File: src/rtl/dns_query_fixed_answer_responder_macros.svh
// ---------------------------------------------------------------------------
// dns responder assertion macros
// shared concurrent assertion forms, clocked on clock, quiet during reset
// ---------------------------------------------------------------------------
`ifndef DNS_QUERY_FIXED_ANSWER_RESPONDER_MACROS_SVH
`define DNS_QUERY_FIXED_ANSWER_RESPONDER_MACROS_SVH

// consequent must hold in the same cycle as the antecedent
`define DQFAR_ASSERT_SAME(label, ante, cons, msg) \
   label: assert property (@(posedge clock) disable iff (reset) (ante) |-> (cons)) \
      else $error(msg);

// consequent must hold in the cycle after the antecedent
`define DQFAR_ASSERT_NEXT(label, ante, cons, msg) \
   label: assert property (@(posedge clock) disable iff (reset) (ante) |=> (cons)) \
      else $error(msg);

`endif

File: src/rtl/dqfar_pkg.sv
// ---------------------------------------------------------------------------
// dqfar_pkg
// types, constants and helpers of the fixed-answer dns responder
// ---------------------------------------------------------------------------
package dqfar_pkg;

   // sizing
   localparam int DEF_MAX_PACKET_BYTES = 512;
   localparam int QUEUE_DEPTH          = 4;
   localparam int ANSWER_LEN           = 16;
   localparam int BURST_W              = $clog2(ANSWER_LEN + 1);
   localparam int TAIL_BYTES           = 4;

   // header byte positions
   localparam int HDR_FLAGS_HI_POS   = 2;
   localparam int HDR_FLAGS_LO_POS   = 3;
   localparam int HDR_ANCOUNT_HI_POS = 6;
   localparam int HDR_ANCOUNT_LO_POS = 7;
   localparam int HDR_NSCOUNT_HI_POS = 8;
   localparam int HDR_ARCOUNT_LO_POS = 11;

   // fixed byte values
   localparam logic [7:0] FLAGS_HI   = 8'h81;
   localparam logic [7:0] FLAGS_LO   = 8'h80;
   localparam logic [7:0] ANCOUNT_LO = 8'h01;
   localparam logic [7:0] ZERO_BYTE  = 8'h00;
   localparam logic [7:0] PTR_HI     = 8'hC0;
   localparam logic [7:0] PTR_LO     = 8'h0C;
   localparam logic [15:0] TYPE_A    = 16'h0001;
   localparam logic [15:0] CLASS_IN  = 16'h0001;
   localparam logic [15:0] RDLENGTH  = 16'h0004;

   // register indexes
   localparam logic CSR_ADDRESS = 1'b0;
   localparam logic CSR_TTL     = 1'b1;
   localparam logic [31:0] TTL_RESET = 32'd120;

   typedef enum logic [1:0] {
      PH_HEADER,
      PH_NAME,
      PH_TAIL,
      PH_SKIP
   } phase_type;

   typedef enum logic [1:0] {
      CMD_BYTE,
      CMD_ABORT,
      CMD_ANSWER
   } cmd_kind_type;

   typedef struct packed {
      cmd_kind_type kind;
      logic [7:0]   data;
   } cmd_type;

   typedef struct packed {
      logic [31:0] address;
      logic [31:0] ttl;
   } csr_type;

   // answer byte k of the burst, k from 1 to ANSWER_LEN
   function automatic logic [7:0] answer_byte(input logic [BURST_W-1:0] idx,
                                              input csr_type csr);
      logic [8*ANSWER_LEN-1:0] rec;
      logic [3:0]              sel;
      rec = {PTR_HI, PTR_LO, TYPE_A, CLASS_IN, csr.ttl, RDLENGTH, csr.address};
      sel = 4'(BURST_W'(ANSWER_LEN) - idx);
      return rec[{sel, 3'b000} +: 8];
   endfunction

endpackage

File: src/rtl/dqfar_req_if.sv
// ---------------------------------------------------------------------------
// dqfar_req_if
// query byte channel with valid / ready handshake
// ---------------------------------------------------------------------------
interface dqfar_req_if;
   logic       valid;
   logic       ready;
   logic [7:0] query_byte;
   logic       query_last;

   modport source (output valid, output query_byte, output query_last, input ready);
   modport sink   (input valid, input query_byte, input query_last, output ready);
endinterface

File: src/rtl/dqfar_rsp_if.sv
// ---------------------------------------------------------------------------
// dqfar_rsp_if
// reply byte channel with valid / ready handshake
// ---------------------------------------------------------------------------
interface dqfar_rsp_if;
   logic       valid;
   logic       ready;
   logic [7:0] reply_byte;
   logic       reply_last;
   logic       reply_abort;

   modport source (output valid, output reply_byte, output reply_last,
                   output reply_abort, input ready);
   modport sink   (input valid, input reply_byte, input reply_last,
                   input reply_abort, output ready);
endinterface

File: src/rtl/dqfar_front.sv
// ---------------------------------------------------------------------------
// dqfar_front
// parses query bytes and turns each one not skipped into a command for the output side
// ---------------------------------------------------------------------------
module dqfar_front
   import dqfar_pkg::*;
#(
   parameter int MAX_PACKET_BYTES = DEF_MAX_PACKET_BYTES
) (
   input  logic         clock,
   input  logic         reset,
   dqfar_req_if.sink    req_chan,
   output cmd_type      push_cmd,
   output logic         push_valid,
   input  logic         push_ready
);

   localparam int POS_W = $clog2(MAX_PACKET_BYTES + 1);

   phase_type        phase_ff, phase_in;
   logic [POS_W-1:0] pos_ff, pos_in;
   logic [2:0]       tail_ff, tail_in;

   logic       accept;
   logic       oversize;
   logic       header_end;
   logic       done;
   logic [7:0] ob;

   assign req_chan.ready = push_ready;
   assign accept         = req_chan.valid && push_ready;

   // classification of the current item
   always_comb begin
      oversize   = pos_ff >= POS_W'(MAX_PACKET_BYTES);
      header_end = pos_ff >= POS_W'(HDR_ARCOUNT_LO_POS);
      done       = (phase_ff == PH_TAIL) && (tail_ff >= 3'(TAIL_BYTES - 1));
      ob         = req_chan.query_byte;
      if (phase_ff == PH_HEADER) begin
         if (pos_ff == POS_W'(HDR_FLAGS_HI_POS)) begin
            ob = FLAGS_HI;
         end else if (pos_ff == POS_W'(HDR_FLAGS_LO_POS)) begin
            ob = FLAGS_LO;
         end else if (pos_ff == POS_W'(HDR_ANCOUNT_HI_POS)) begin
            ob = ZERO_BYTE;
         end else if (pos_ff == POS_W'(HDR_ANCOUNT_LO_POS)) begin
            ob = ANCOUNT_LO;
         end else if (pos_ff >= POS_W'(HDR_NSCOUNT_HI_POS) &&
                      pos_ff <= POS_W'(HDR_ARCOUNT_LO_POS)) begin
            ob = ZERO_BYTE;
         end
      end
   end

   // next state
   always_comb begin
      phase_in = phase_ff;
      pos_in   = pos_ff;
      tail_in  = tail_ff;
      if (accept) begin
         if (phase_ff == PH_SKIP) begin
            if (req_chan.query_last) begin
               phase_in = PH_HEADER;
               pos_in   = '0;
               tail_in  = '0;
            end
         end else if (oversize || done) begin
            phase_in = req_chan.query_last ? PH_HEADER : PH_SKIP;
            pos_in   = '0;
            tail_in  = '0;
         end else if (req_chan.query_last) begin
            phase_in = PH_HEADER;
            pos_in   = '0;
            tail_in  = '0;
         end else begin
            pos_in = pos_ff + POS_W'(1);
            unique case (phase_ff)
               PH_HEADER: begin
                  if (header_end) phase_in = PH_NAME;
               end
               PH_NAME: begin
                  if (req_chan.query_byte == ZERO_BYTE) begin
                     phase_in = PH_TAIL;
                     tail_in  = '0;
                  end
               end
               PH_TAIL: begin
                  tail_in = tail_ff + 3'd1;
               end
               default: begin
                  phase_in = phase_ff;
               end
            endcase
         end
      end
   end

   // command towards the queue
   always_comb begin
      push_valid    = accept && (phase_ff != PH_SKIP);
      push_cmd.kind = CMD_BYTE;
      push_cmd.data = ob;
      if (oversize) begin
         push_cmd.kind = CMD_ABORT;
         push_cmd.data = ZERO_BYTE;
      end else if (done) begin
         push_cmd.kind = CMD_ANSWER;
      end else if (req_chan.query_last) begin
         push_cmd.kind = CMD_ABORT;
         push_cmd.data = ZERO_BYTE;
      end
   end

   // state registers
   always_ff @(posedge clock) begin
      if (reset) begin
         phase_ff <= PH_HEADER;
         pos_ff   <= '0;
         tail_ff  <= '0;
      end else begin
         phase_ff <= phase_in;
         pos_ff   <= pos_in;
         tail_ff  <= tail_in;
      end
   end

endmodule

File: src/rtl/dqfar_fifo.sv
// ---------------------------------------------------------------------------
// dqfar_fifo
// short command queue between the parser and the output side
// ---------------------------------------------------------------------------
module dqfar_fifo
   import dqfar_pkg::*;
#(
   parameter int DEPTH = QUEUE_DEPTH
) (
   input  logic    clock,
   input  logic    reset,
   input  cmd_type push_cmd,
   input  logic    push_valid,
   output logic    push_ready,
   output cmd_type pop_cmd,
   output logic    pop_valid,
   input  logic    pop_ready
);

   localparam int IDX_W = (DEPTH > 1) ? $clog2(DEPTH) : 1;
   localparam int CNT_W = $clog2(DEPTH + 1);

   cmd_type          mem [DEPTH];
   logic [IDX_W-1:0] wr_ptr_ff, wr_ptr_in;
   logic [IDX_W-1:0] rd_ptr_ff, rd_ptr_in;
   logic [CNT_W-1:0] count_ff, count_in;
   logic             push, pop;

   assign push_ready = count_ff != CNT_W'(DEPTH);
   assign pop_valid  = count_ff != '0;
   assign push       = push_valid && push_ready;
   assign pop        = pop_valid && pop_ready;
   assign pop_cmd    = mem[rd_ptr_ff];

   // pointer and fill count update
   always_comb begin
      wr_ptr_in = wr_ptr_ff;
      rd_ptr_in = rd_ptr_ff;
      count_in  = count_ff;
      if (push) begin
         wr_ptr_in = (wr_ptr_ff == IDX_W'(DEPTH - 1)) ? '0 : wr_ptr_ff + IDX_W'(1);
      end
      if (pop) begin
         rd_ptr_in = (rd_ptr_ff == IDX_W'(DEPTH - 1)) ? '0 : rd_ptr_ff + IDX_W'(1);
      end
      if (push && !pop) begin
         count_in = count_ff + CNT_W'(1);
      end else if (pop && !push) begin
         count_in = count_ff - CNT_W'(1);
      end
   end

   // storage
   always_ff @(posedge clock) begin
      if (push) begin
         mem[wr_ptr_ff] <= push_cmd;
      end
   end

   always_ff @(posedge clock) begin
      if (reset) begin
         wr_ptr_ff <= '0;
         rd_ptr_ff <= '0;
         count_ff  <= '0;
      end else begin
         wr_ptr_ff <= wr_ptr_in;
         rd_ptr_ff <= rd_ptr_in;
         count_ff  <= count_in;
      end
   end

endmodule

File: src/rtl/dqfar_back.sv
// ---------------------------------------------------------------------------
// dqfar_back
// carries out queued commands: single bytes, aborts and the answer burst
// ---------------------------------------------------------------------------
module dqfar_back
   import dqfar_pkg::*;
(
   input  logic      clock,
   input  logic      reset,
   input  csr_type   csr,
   input  cmd_type   pop_cmd,
   input  logic      pop_valid,
   output logic      pop_ready,
   dqfar_rsp_if.source rsp_chan
);

   logic               out_valid_ff, out_valid_in;
   logic [7:0]         out_byte_ff, out_byte_in;
   logic               out_last_ff, out_last_in;
   logic               out_abort_ff, out_abort_in;
   logic [BURST_W-1:0] burst_ff, burst_in;

   logic load_ok;
   logic bursting;
   logic burst_end;

   assign load_ok   = !out_valid_ff || rsp_chan.ready;
   assign bursting  = burst_ff != '0;
   assign burst_end = burst_ff == BURST_W'(ANSWER_LEN);
   assign pop_ready = load_ok && !bursting;

   assign rsp_chan.valid       = out_valid_ff;
   assign rsp_chan.reply_byte  = out_byte_ff;
   assign rsp_chan.reply_last  = out_last_ff;
   assign rsp_chan.reply_abort = out_abort_ff;

   // output stage load
   always_comb begin
      out_valid_in = out_valid_ff;
      out_byte_in  = out_byte_ff;
      out_last_in  = out_last_ff;
      out_abort_in = out_abort_ff;
      burst_in     = burst_ff;
      if (load_ok) begin
         out_valid_in = 1'b0;
         if (bursting) begin
            out_valid_in = 1'b1;
            out_byte_in  = answer_byte(burst_ff, csr);
            out_last_in  = burst_end;
            out_abort_in = 1'b0;
            burst_in     = burst_end ? '0 : burst_ff + BURST_W'(1);
         end else if (pop_valid) begin
            out_valid_in = 1'b1;
            out_byte_in  = pop_cmd.data;
            out_last_in  = pop_cmd.kind == CMD_ABORT;
            out_abort_in = pop_cmd.kind == CMD_ABORT;
            if (pop_cmd.kind == CMD_ANSWER) begin
               burst_in = BURST_W'(1);
            end
         end
      end
   end

   always_ff @(posedge clock) begin
      out_byte_ff  <= out_byte_in;
      out_last_ff  <= out_last_in;
      out_abort_ff <= out_abort_in;
   end

   always_ff @(posedge clock) begin
      if (reset) begin
         out_valid_ff <= 1'b0;
         burst_ff     <= '0;
      end else begin
         out_valid_ff <= out_valid_in;
         burst_ff     <= burst_in;
      end
   end

endmodule

File: src/rtl/dns_query_fixed_answer_responder.sv
// ---------------------------------------------------------------------------
// dns_query_fixed_answer_responder
// streams a dns query in and a fixed-answer a-record response out
// ---------------------------------------------------------------------------
// One query byte is taken per cycle while the command queue (QUEUE_ENTRIES
// entries) has room. Each byte yields at most one command; the last class
// byte of the question yields the 17-byte tail of the reply (that byte plus
// the 16-byte answer), which the output stage sends at one byte per cycle
// while the reply channel is ready. A copied byte passes through the command
// queue and then the output register. Header rewriting, name copy, early-end
// and oversize aborts follow the parser in the front stage; the address and
// ttl registers are read when the answer bytes are sent. There is no
// clearing pass after reset.
`include "dns_query_fixed_answer_responder_macros.svh"

module dns_query_fixed_answer_responder
   import dqfar_pkg::*;
#(
   parameter int MAX_PACKET_BYTES = DEF_MAX_PACKET_BYTES,
   parameter int QUEUE_ENTRIES    = QUEUE_DEPTH
) (
   input  logic        clock,
   input  logic        reset,
   dqfar_req_if.sink   req_chan,
   dqfar_rsp_if.source rsp_chan,
   input  logic        csr_we,
   input  logic        csr_index,
   input  logic [31:0] csr_wdata
);

   csr_type csr_ff, csr_in;
   cmd_type push_cmd, pop_cmd;
   logic    push_valid, push_ready;
   logic    pop_valid, pop_ready;

   // configuration registers
   always_comb begin
      csr_in = csr_ff;
      if (csr_we) begin
         case (csr_index)
            CSR_ADDRESS: csr_in.address = csr_wdata;
            CSR_TTL:     csr_in.ttl     = csr_wdata;
            default:     csr_in         = csr_ff;
         endcase
      end
   end

   always_ff @(posedge clock) begin
      if (reset) begin
         csr_ff.address <= '0;
         csr_ff.ttl     <= TTL_RESET;
      end else begin
         csr_ff <= csr_in;
      end
   end

   // parser
   dqfar_front #(
      .MAX_PACKET_BYTES (MAX_PACKET_BYTES)
   ) u_front (
      .clock      (clock),
      .reset      (reset),
      .req_chan   (req_chan),
      .push_cmd   (push_cmd),
      .push_valid (push_valid),
      .push_ready (push_ready)
   );

   // command queue
   dqfar_fifo #(
      .DEPTH (QUEUE_ENTRIES)
   ) u_fifo (
      .clock      (clock),
      .reset      (reset),
      .push_cmd   (push_cmd),
      .push_valid (push_valid),
      .push_ready (push_ready),
      .pop_cmd    (pop_cmd),
      .pop_valid  (pop_valid),
      .pop_ready  (pop_ready)
   );

   // output side
   dqfar_back u_back (
      .clock     (clock),
      .reset     (reset),
      .csr       (csr_ff),
      .pop_cmd   (pop_cmd),
      .pop_valid (pop_valid),
      .pop_ready (pop_ready),
      .rsp_chan  (rsp_chan)
   );

   // checks
   `DQFAR_ASSERT_SAME(a_abort_shape, rsp_chan.valid && rsp_chan.reply_abort, rsp_chan.reply_last && rsp_chan.reply_byte == ZERO_BYTE, "abort item must be last with a zero byte")
   `DQFAR_ASSERT_SAME(a_answer_tail, rsp_chan.valid && rsp_chan.reply_last && !rsp_chan.reply_abort, rsp_chan.reply_byte == csr_ff.address[7:0], "answer must end on the address low byte")
   `DQFAR_ASSERT_NEXT(a_answer_start, pop_valid && pop_ready && pop_cmd.kind == CMD_ANSWER, !pop_ready, "queue popped during an answer burst")

endmodule

File: src/flat_wrapper.sv
// flat-port wrapper written by rule: the top's interface ports become plain ports
module dns_query_fixed_answer_responder_flat import dqfar_pkg::*;
#(
   parameter int MAX_PACKET_BYTES = DEF_MAX_PACKET_BYTES,
   parameter int QUEUE_ENTRIES    = QUEUE_DEPTH
)
  (clock, reset, csr_we, csr_index, csr_wdata, req_chan_valid, req_chan_query_byte, req_chan_query_last, req_chan_ready, rsp_chan_valid, rsp_chan_reply_byte, rsp_chan_reply_last, rsp_chan_reply_abort, rsp_chan_ready);
  dqfar_req_if req_chan_i ();
  dqfar_rsp_if rsp_chan_i ();
  input  logic clock;
  input  logic reset;
  input  logic csr_we;
  input  logic csr_index;
  input  logic [31:0] csr_wdata;
  input wire logic [$bits(req_chan_i.valid)-1:0] req_chan_valid;
  input wire logic [$bits(req_chan_i.query_byte)-1:0] req_chan_query_byte;
  input wire logic [$bits(req_chan_i.query_last)-1:0] req_chan_query_last;
  output wire logic [$bits(req_chan_i.ready)-1:0] req_chan_ready;
  output wire logic [$bits(rsp_chan_i.valid)-1:0] rsp_chan_valid;
  output wire logic [$bits(rsp_chan_i.reply_byte)-1:0] rsp_chan_reply_byte;
  output wire logic [$bits(rsp_chan_i.reply_last)-1:0] rsp_chan_reply_last;
  output wire logic [$bits(rsp_chan_i.reply_abort)-1:0] rsp_chan_reply_abort;
  input wire logic [$bits(rsp_chan_i.ready)-1:0] rsp_chan_ready;
  assign req_chan_i.valid = req_chan_valid;
  assign req_chan_i.query_byte = req_chan_query_byte;
  assign req_chan_i.query_last = req_chan_query_last;
  assign req_chan_ready = req_chan_i.ready;
  assign rsp_chan_valid = rsp_chan_i.valid;
  assign rsp_chan_reply_byte = rsp_chan_i.reply_byte;
  assign rsp_chan_reply_last = rsp_chan_i.reply_last;
  assign rsp_chan_reply_abort = rsp_chan_i.reply_abort;
  assign rsp_chan_i.ready = rsp_chan_ready;
  dns_query_fixed_answer_responder #(.MAX_PACKET_BYTES(MAX_PACKET_BYTES), .QUEUE_ENTRIES(QUEUE_ENTRIES)) u_core (.clock(clock), .reset(reset), .req_chan(req_chan_i), .rsp_chan(rsp_chan_i), .csr_we(csr_we), .csr_index(csr_index), .csr_wdata(csr_wdata));
endmodule
File: config.mk
export PLATFORM = sky130hd
export DESIGN_NAME = dns_query_fixed_answer_responder_flat
export DESIGN_NICKNAME = d
export VERILOG_FILES = /design/src/rtl/dqfar_pkg.sv /design/src/rtl/dqfar_req_if.sv /design/src/rtl/dqfar_rsp_if.sv /design/src/rtl/dqfar_front.sv /design/src/rtl/dqfar_fifo.sv /design/src/rtl/dqfar_back.sv /design/src/rtl/dns_query_fixed_answer_responder.sv /design/src/flat_wrapper.sv
export VERILOG_INCLUDE_DIRS = /design/src /design/src/rtl
export SDC_FILE = /design/constraint.sdc
export NUM_CORES = 1
export LEC_CHECK = 0
export BUFFER_PORTS_ARGS = -buffer_cell sky130_fd_sc_hd__buf_2
export CAP_MARGIN = 20
export CORE_MARGIN = 8
export CORE_UTILIZATION = 45
export CTS_CLUSTER_SIZE = 10
export DETAILED_ROUTE_END_ITERATION = 8
export GPL_ROUTABILITY_DRIVEN = 0
export PLACE_DENSITY = 0.71
export SLEW_MARGIN = 20
export SYNTH_ARGS = -nofsm -noshare
export SYNTH_HDL_FRONTEND = slang
export SYNTH_SLANG_ARGS = --single-unit
File: constraint.sdc
create_clock -name clock -period 4.4 [get_ports clock]
set_input_delay 0.44 -clock clock [delete_from_list [all_inputs] [get_ports clock]]
set_output_delay 0.44 -clock clock [all_outputs]
set_load 0.05 [all_outputs]
==> results by stage, run 1 <==
Floorplan:
- For this configuration, the core starts out at a cell density of 45.8%.
- The floorplan has 44 rows.
- The vertical extent of the die is 137 um.
- The placeable core region is 14,400 sq um.
- The top-level I/O count is 59.
- From left edge to right edge, the die measures 137 um.
- The floorplan step defined a die boundary enclosing 18,800 sq um.

Worst setup path:
- Counting stages on the worst path, the most repeated cell is sky130_fd_sc_hd__inv_1.
- The highest fanout seen on the critical path is 11.
- The number of buffers and inverters on the critical path is 3.
- For this design, the slowest cell found on the critical path is sky130_fd_sc_hd__nor3b_1.
- The signal on the critical path passes through inv_1 -> ha_1 -> nor3b_1 -> nand2b_1 -> nor2_1 -> inv_1 -> ha_1 -> inv_1 -> fa_1 -> xor2_1 -> or3_1 -> a21oi_1.
- Data on the critical path is required at its endpoint by 4.74 ns.
- The arrival time reported for the critical path endpoint is 3.46 ns.
- The start-to-end type of the worst setup path is flip-flop to flip-flop.
- The endpoint class of the critical path is a flip-flop.
- The largest single stage delay on the critical path is 0.58 ns.
- Broken down by cell family, the worst path's largest delay share belongs to simple AND/OR/NAND/NOR gates.
- The startpoint type of the worst setup path is a flip-flop.

Flow run:
- Max-cap violations in this run came to 0.

STA:
- The worst clock skew is 0.00650 ns.
- The max-slew violation count is 0.
- The final setup TNS is 0 ns.
- The number of hold violations in the final report is 0.
- For the pin with the worst max-slew slack, the measured transition is 0.903 ns.
- The time the worst path needs with I/O delays and setup is 3.12 ns.
- The tightest hold path in the finished design has a slack of 0.263 ns.
- Based on the critical path, the design can be clocked at up to around 320 MHz.
- The final setup violation count is 0.
- Setup repair after global routing left no endpoint under its margin.
- Headroom to the max-slew limit came out at 39.8%.
- The part of the cycle the worst path needs is between 70 and 80%.

Cells and area:
- The layout-stage area growth over the synthesis result is 14.9%.
- The final layout contains between 700 and 800 nets.
- The number of fillers in the final layout is 1,292.
- The post-route netlist has 15.9% of its cells at a drive strength greater than 1.

Detailed routing:
- Dividing the detail-routed wire length by the instance count gives 16.8 um.
- The post-detailed-routing wire length is 15,700 um.
- The overall via count from detail_route is 5,275.
- After detailed routing, the number of remaining DRC violations is 0.
- In this run the remaining antenna-violating nets after routing total 0.
- The length of the first detailed-routing pass in iterations is 5.
- After detailed routing, the number of vias per cell comes to between 5 and 6.
- The detailed router's first-iteration violation count is around 490.

Outcome:
- The flow ran to the end, and the final reports show no timing, DRC or antenna violations.

Yosys:
- The area share of the leading cell type in the synthesized netlist is roughly 28%.
- The net count after synthesis is 760.
- Among all flip-flop cells after synthesis, the most frequent one is sky130_fd_sc_hd__dfxtp_1.
- By area the synthesized netlist is led by sky130_fd_sc_hd__dfxtp_1, sky130_fd_sc_hd__edfxtp_1, sky130_fd_sc_hd__nand2_1, sky130_fd_sc_hd__a21oi_1, sky130_fd_sc_hd__mux4_2.
- The number of storage elements in the synthesis netlist is roughly 140.
- Yosys mapped the design onto 56 distinct sky130hd cell types.
- The post-synthesis instance total is ~700.
- Of all cell types, the one taking the most synthesized area is sky130_fd_sc_hd__dfxtp_1.
- The Yosys step of the flow raised 0 warnings.
- The total standard cell area after synthesis is 6610 sq um.
- The share of flip-flops with an asynchronous set or reset is 0%.
- Sequential cells were found to cover a little over 50% of the synthesized design area.
- A synthesized cell averages 9.48 sq um.
- The count of flip-flops with a built-in enable after synthesis is 50.

CTS:
- In this run the number of H-tree levels came out at 4.
- The number of clock buffers added by TritonCTS is 17.
- Clock tree synthesis selected as its root buffer the cell sky130_fd_sc_hd__clkbuf_16.
- The post-CTS resize count is 0.
- The clock transition at the register clock pins on the worst setup and hold paths after CTS is 0.06 ns.
- The number of setup buffers added after CTS is 0.
- The maximum count of clock buffers along a single path is 2.
- The CTS tree is built.
- At the later pin of the worst-skew pair, clock insertion delay measures 0.42 ns.
- Buffers inserted to repair hold after CTS numbered 0.
- The clock sink count is between 100 and 150.

GRT:
- The via count of the first global-routing pass was 4,997.
- The first global-routing pass estimated 25,400 um of wire.
- Global routing consumed, over all layers together, 17.4% of the routing resources.
- The number of antenna violations at the first check in global routing is 1.
- The total global routing overflow is 0.
- Entering global routing, the biggest net connects 70 pins.

Pwr:
- The leakage power is 2.75 nW.
- The power per standard cell area is 583 nW/um^2.
- The worst-case IR drop observed on VDD is 0.255 mV.

Min path:
- The worst min-delay path category is input port to flip-flop.

Place:
- The number of port buffers is 58.
- The HPWL after detailed placement is 11,000 um.
-- worst min-delay path: stages --
cell and delay [ns]:
sky130_fd_sc_hd__buf_2 0.09, sky130_fd_sc_hd__nand2_1 0.04, sky130_fd_sc_hd__nand3b_1 0.07
-- state kept, by name (all words and copies together), names as in the netlist, named ones only --
| register | flops |
|---|---|
| u_core.csr_ff | 64 |
| u_core.u_back.burst_ff | 5 |
| u_core.u_back.rsp_chan.reply_abort | 1 |
| u_core.u_back.rsp_chan.reply_byte | 8 |
| u_core.u_back.rsp_chan.reply_last | 1 |
| u_core.u_back.rsp_chan.valid | 1 |
| u_core.u_fifo.count_ff | 3 |
| u_core.u_fifo.mem | 40 |
| u_core.u_fifo.rd_ptr_ff | 2 |
| u_core.u_fifo.wr_ptr_ff | 2 |
| u_core.u_front.phase_ff | 2 |
| u_core.u_front.pos_ff | 10 |
| u_core.u_front.tail_ff | 3 |
-- cells by family after synthesis --
kind of cell	count (synthesis)	synth area share, %
multiplexers	37	8.01
flip-flops	144	51.2
AND/OR/NAND/NOR	262	18.1
adder cells (fa/ha/maj)	17	3.29
buffers and inverters	62	3.60
AO/OA/AOI/OAI	169	15.0
XOR/XNOR	6	0.795
-- layer usage --
metal  global-route usage (%)  vias to the layer above  part of all wire (%)
met2                     26.8                      166                    47
li1                         -                     2577                     -
met3                     5.18                       34                   7.2
met1                     22.0                     2498                    43
met4                     8.57                        0                   3.0
met5                        0                        -                     0
-- stage by stage --
| step | worst slack, ns | cells | cell area [sq um] | total power [W] | utilization (%) |
|---|---|---|---|---|---|
| 2_1_floorplan | 1.29 | 697 | 6610 | 0.00272 | - |
| 3_3_place_gp | 1.61 | 898 | 6990 | 0.00303 | 48.5 |
| 3_5_place_dp | 1.32 | 899 | 7020 | 0.00308 | 48.7 |
| 4_1_cts | 1.30 | 931 | 7590 | 0.00445 | 52.6 |
| 5_1_grt | 0.946 | 931 | 7590 | 0.00466 | 52.6 |
| 6_report | 1.28 | 932 | 7590 | 0.00442 | 52.7 |
-- synthesized netlist by cell type, types with 2 or more instances --
library cell,n
sky130_fd_sc_hd__and2_1,11
sky130_fd_sc_hd__nor4_1,5
sky130_fd_sc_hd__nand3b_1,7
sky130_fd_sc_hd__or4_1,5
sky130_fd_sc_hd__or3_1,3
sky130_fd_sc_hd__o32ai_1,2
sky130_fd_sc_hd__xnor2_1,2
sky130_fd_sc_hd__o311ai_0,3
sky130_fd_sc_hd__edfxtp_1,50
sky130_fd_sc_hd__o21ai_1,9
sky130_fd_sc_hd__inv_1,17
sky130_fd_sc_hd__mux2i_1,18
sky130_fd_sc_hd__a211o_1,3
sky130_fd_sc_hd__nor3b_1,3
sky130_fd_sc_hd__mux4_2,12
sky130_fd_sc_hd__buf_2,4
sky130_fd_sc_hd__nand2b_1,10
sky130_fd_sc_hd__o41ai_1,2
sky130_fd_sc_hd__a2111oi_0,2
sky130_fd_sc_hd__and3_1,2
sky130_fd_sc_hd__nand3_1,9
sky130_fd_sc_hd__nor3_1,13
sky130_fd_sc_hd__nand2_1,155
sky130_fd_sc_hd__buf_1,5
sky130_fd_sc_hd__o211ai_1,2
sky130_fd_sc_hd__a31oi_1,7
sky130_fd_sc_hd__o22ai_1,6
sky130_fd_sc_hd__nand4_1,4
sky130_fd_sc_hd__nor2b_1,4
sky130_fd_sc_hd__a21o_1,3
sky130_fd_sc_hd__nor2_1,25
sky130_fd_sc_hd__dfxtp_1,94
sky130_fd_sc_hd__o21ai_0,15
sky130_fd_sc_hd__ha_1,15
sky130_fd_sc_hd__a311oi_1,2
sky130_fd_sc_hd__a21oi_1,91
sky130_fd_sc_hd__clkbuf_1,36
sky130_fd_sc_hd__a211oi_1,7
sky130_fd_sc_hd__mux2_2,7
sky130_fd_sc_hd__o31ai_1,8
sky130_fd_sc_hd__xor2_1,4
-- final timing paths --
path	from	end	slack [ns]	depth (start not counted)
worst max-delay path	u_core.u_back.burst_ff[1]	u_core.u_fifo.count_ff[2]	1.28	12
worst min-delay path	csr_wdata[3]	u_core.csr_ff[3]	0.26	3
worst max register to register	u_core.u_back.burst_ff[1]	u_core.u_fifo.count_ff[2]	1.28	12
worst min register to register	u_core.csr_ff[28]	u_core.csr_ff[28]	0.45	2
-- layout by cell type (no fill, tap or decap), drive strengths merged, types with 3 or more instances in the layout --
master | synthesis | layout
buf | 9 | 63
nand2 | 155 | 155
nand2b | 10 | 10
xor2 | 4 | 4
clkinvlp | 0 | 8
a21o | 3 | 3
nand4 | 4 | 4
mux4 | 12 | 12
ha | 15 | 15
a211oi | 7 | 7
nor4 | 5 | 5
inv | 17 | 18
nand3 | 9 | 9
nor2b | 4 | 4
edfxtp | 50 | 50
o21ai | 24 | 24
a31oi | 7 | 7
and2 | 11 | 11
clkbuf | 36 | 17
mux2 | 7 | 7
o311ai | 3 | 3
clkinv | 0 | 4
o22ai | 6 | 6
a211o | 3 | 3
o31ai | 8 | 8
dfxtp | 94 | 94
nor2 | 25 | 25
nand3b | 7 | 7
a2111oi | 3 | 3
nor3 | 13 | 13
or4 | 5 | 5
or3 | 4 | 4
nor3b | 3 | 3
a21oi | 91 | 91
mux2i | 18 | 18
-- final cells by class --
| class | count | area, sq um | area share, % |
|---|---|---|---|
| sequential | 144 | 3380 | 44.5 |
| multi-input combinational | 491 | 3000 | 39.5 |
| clock buffer | 17 | 425 | 5.60 |
| timing repair buffer | 63 | 348 | 4.58 |
| tap | 184 | 230 | 3.03 |
| clock inverter | 15 | 145 | 1.91 |
| inverter | 17 | 63.8 | 0.840 |
| antenna | 1 | 2.50 | 0.0329 |
-- report_power, final --
group	internal (W)	switching, W
sequential	0.00157	0.0000998
clock	0.000827	0.000547
combinational	0.000465	0.000912
Power figures use the tool's default switching activity.
==> run 2: changes to the inputs <==
==> constraint.sdc (replaced) <==
create_clock -name clock -period 2.9 [get_ports clock]
set_input_delay 0.29 -clock clock [delete_from_list [all_inputs] [get_ports clock]]
set_output_delay 0.29 -clock clock [all_outputs]
set_load 0.05 [all_outputs]
==> results by stage, run 2 (same netlist as run 1, synthesis figures left out) <==
CTS:
- The post-CTS resize count is 0 (unchanged).
- The total CTS buffers was 17 (unchanged).
- The buffer count from post-CTS setup fixing is 0 (unchanged).
- The maximum count of clock buffers along a single path came to 2 (unchanged).
- The clock transition at the register clock pins on the worst setup and hold paths after CTS is 0.05 ns (was 0.06 ns).
- The clock sink count is 144 (unchanged).
- The number of levels the H-tree was split into is 4 (unchanged).
- The clock insertion delay at the later pin of the skew report is 0.42 ns (about the same).
- The count of hold-fix buffers inserted at cts is 0 (unchanged).
- The clock root buffer master is sky130_fd_sc_hd__clkbuf_16 (unchanged).
- The CTS tree was built (unchanged).

Worst setup path:
- The start-to-end type of the worst setup path is flip-flop to flip-flop (unchanged).
- The cell count of the worst reg-to-reg path is 12 (unchanged).
- The arrival time reported for the critical path endpoint is 2.96 ns (was 3.46 ns).
- The delay of the slowest cell on the worst path was 0.46 ns (was 0.58 ns).
- The required time of the critical path is 3.24 ns (was 4.74 ns).
- The startpoint type of the worst setup path is a flip-flop (unchanged).
- The highest fanout seen on the critical path is 9 (was 11).
- The endpoint class of the critical path is a flip-flop (unchanged).
- Cell Chain, Critical Path: inv_1 -> ha_1 -> nor3b_1 -> nand2b_1 -> nor2_1 -> inv_1 -> ha_1 -> inv_1 -> fa_1 -> xor2_1 -> or3_1 -> a21oi_1 (unchanged).
- The cell seen most often among critical-path stages was sky130_fd_sc_hd__inv_1 (unchanged).
- The critical path's slowest cell is sky130_fd_sc_hd__dfxtp_1 (was sky130_fd_sc_hd__nor3b_1).

Min path:
- The worst min-delay path category is input port to flip-flop (unchanged).
- The instance count along the most critical hold path came to 3 (unchanged).

Cells and area:
- Commonest non-fill, non-tap cells in the layout: sky130_fd_sc_hd__nand2_1, sky130_fd_sc_hd__dfxtp_1, sky130_fd_sc_hd__a21oi_1, sky130_fd_sc_hd__buf_2, sky130_fd_sc_hd__edfxtp_1 (unchanged).
- The number of fillers in the final layout was 1,282 (was 1,292).
- The layout-stage area growth over the synthesis result is 15.2% (was 14.9%).
- The share of cells above drive strength 1 is 15.8% (was 15.9%).
- The register with the highest flop count is u_core.csr_ff (unchanged).
- The number of nets in the finished design is 803 (was 797).
- The most common library cell in the layout ignoring fill and taps is sky130_fd_sc_hd__nand2_1 (unchanged).
- The number of flip-flops under the largest register name is 64 (unchanged).
- The area used by multi-input combinational logic was 2990 sq um (was 3000 sq um).
- The sequential standard cell area is 3380 sq um (unchanged).
- The number of antenna cells inserted is 0 (was 1).
- Largest registers: u_core.csr_ff (64), u_core.u_fifo.mem (40), u_core.u_front.pos_ff (10) (unchanged).

STA:
- The max-slew violation count is 0 (unchanged).
- The part of the cycle the worst path needs is 90.4% (was 70.8%).
- The highest clock rate is 381 MHz (was 321 MHz).
- The slew at the pin with the worst max-slew slack is 0.917 ns (was 0.903 ns).
- The time the worst path needs with I/O delays and setup is 2.62 ns (was 3.12 ns).
- Unrepaired setup endpoints after global routing: no (unchanged).
- The final setup TNS came to 0 ns (unchanged).
- The worst clock skew is 0.0132 ns (was 0.00650 ns).
- The number of hold violations in the final report is 0 (unchanged).
- The remaining max-slew budget at the tightest pin is 38.6% (was 39.8%).
- The final setup violation count was 0 (unchanged).
- The worst setup margin is 0.279 ns (was 1.28 ns).

Detailed routing:
- The post-detailed-route count of antenna-violating nets is 0 (unchanged).
- The residual DRC count is 0 (unchanged).
- The post-detailed-routing wire length is 16,100 um (was 15,700 um).
- The average via count per standard cell is 5.71 (was 5.66).
- The average routed wire per standard cell is 17.2 um (was 16.8 um).
- The length of the first detailed-routing pass in iterations is 5 (unchanged).
- The detailed router's first-iteration violation count is 484 (was 485).
- The overall via count from detail_route was 5,346 (was 5,275).

Floorplan:
- The die width is 137 um (unchanged).
- The count of standard-cell rows is 44 (unchanged).
- The vertical extent of the die came to 137 um (unchanged).
- The area of the die came to 18,800 sq um (unchanged).
- The initial core utilization is 45.8% (unchanged).
- The placeable core region is 14,400 sq um (unchanged).
- The top-level I/O count was 59 (unchanged).

Place:
- The HPWL after detailed placement came to 11,100 um (was 11,000 um).
- The number of port buffers is 58 (unchanged).
- The worst slack after detailed placement is 0.302 ns (was 1.32 ns).

GRT:
- The overall routing resource usage came to 17.6% (was 17.4%).
- The via count of the first global-routing pass is 5,110 (was 4,997).
- The largest net degree at the start of global routing is 83 (was 70).
- The wire length of the first global-routing pass is 25,900 um (was 25,400 um).
- The number of antenna violations at the first check in global routing is 1 (unchanged).
- The total global routing overflow is 0 (unchanged).

Flow run:
- The max capacitance violation total came to 0 (unchanged).

Pwr:
- The power per standard cell area is 888 nW/um^2 (was 583 nW/um^2).
- The maximum resistive drop on vdd was 0.412 mV (was 0.255 mV).
- The leakage power was 2.80 nW (was 2.75 nW).

Outcome:
- Status: finished, final reports clean (unchanged).
## run 2: changes by cell type in the layout (fill, tap and decap cells not counted), sizes merged
cell      change
diode         -1
buf           +6
bufinv        -1
inv           -1
clkinvlp      -8
clkbuf        +9
## run 2: final cells by class
type                       instances  share of cell area, %
tap                              184                   3.02
timing repair buffer              69                   4.90
sequential                       144                   44.4
clock inverter                     5                  0.657
inverter                          17                  0.838
clock buffer                      26                   6.87
multi-input combinational        491                   39.3
## run 2: layer usage
| metal | track usage [%] | vias up | wire (um) |
|---|---|---|---|
| met5 | 0 | - | 8 |
| met4 | 6.22 | 2 | 238 |
| met3 | 4.92 | 22 | 1020 |
| met2 | 29.1 | 147 | 7990 |
| met1 | 21.5 | 2600 | 6840 |
| li1 | - | 2575 | - |
## run 2: worst paths after layout
kind | slack (ns) | to | from
worst max-delay path | 0.28 | u_core.u_fifo.count_ff[2] | u_core.u_back.burst_ff[1]
worst min register to register | 0.45 | u_core.csr_ff[25] | u_core.csr_ff[25]
worst max register to register | 0.28 | u_core.u_fifo.count_ff[2] | u_core.u_back.burst_ff[1]
worst min-delay path | 0.10 | u_core.csr_ff[4] | csr_wdata[4]
## run 2: worst max-delay path, delay by kind of cell (launching register included)
| family | cells | cell delay [ns] |
|---|---|---|
| xor+xnor | 1 | 0.19 |
| simple gates | 4 | 0.69 |
| compound gates | 1 | 0.15 |
| buf+inv | 3 | 0.26 |
| flops | 1 | 0.46 |
| fa+ha+maj | 3 | 0.81 |
## run 2: metrics by stage
step	utilization, %	area [sq um]	cells	power (W)	hold WS [ns]
after global placement	48.8	7040	905	0.00461	0.438
after global routing	52.8	7610	936	0.00709	0.116
after CTS	52.8	7610	936	0.00678	0.0892
final	52.8	7610	936	0.00676	0.103
after floorplan	-	6620	697	0.00413	0.391
after detailed placement	48.8	7040	905	0.00469	0.448
## run 2: power by group
| part | internal, W | switching, W |
|---|---|---|
| Combinational | 0.000738 | 0.00137 |
| Clock | 0.00132 | 0.000783 |
| Sequential | 0.00239 | 0.000156 |
| Total | 0.00445 | 0.00231 |
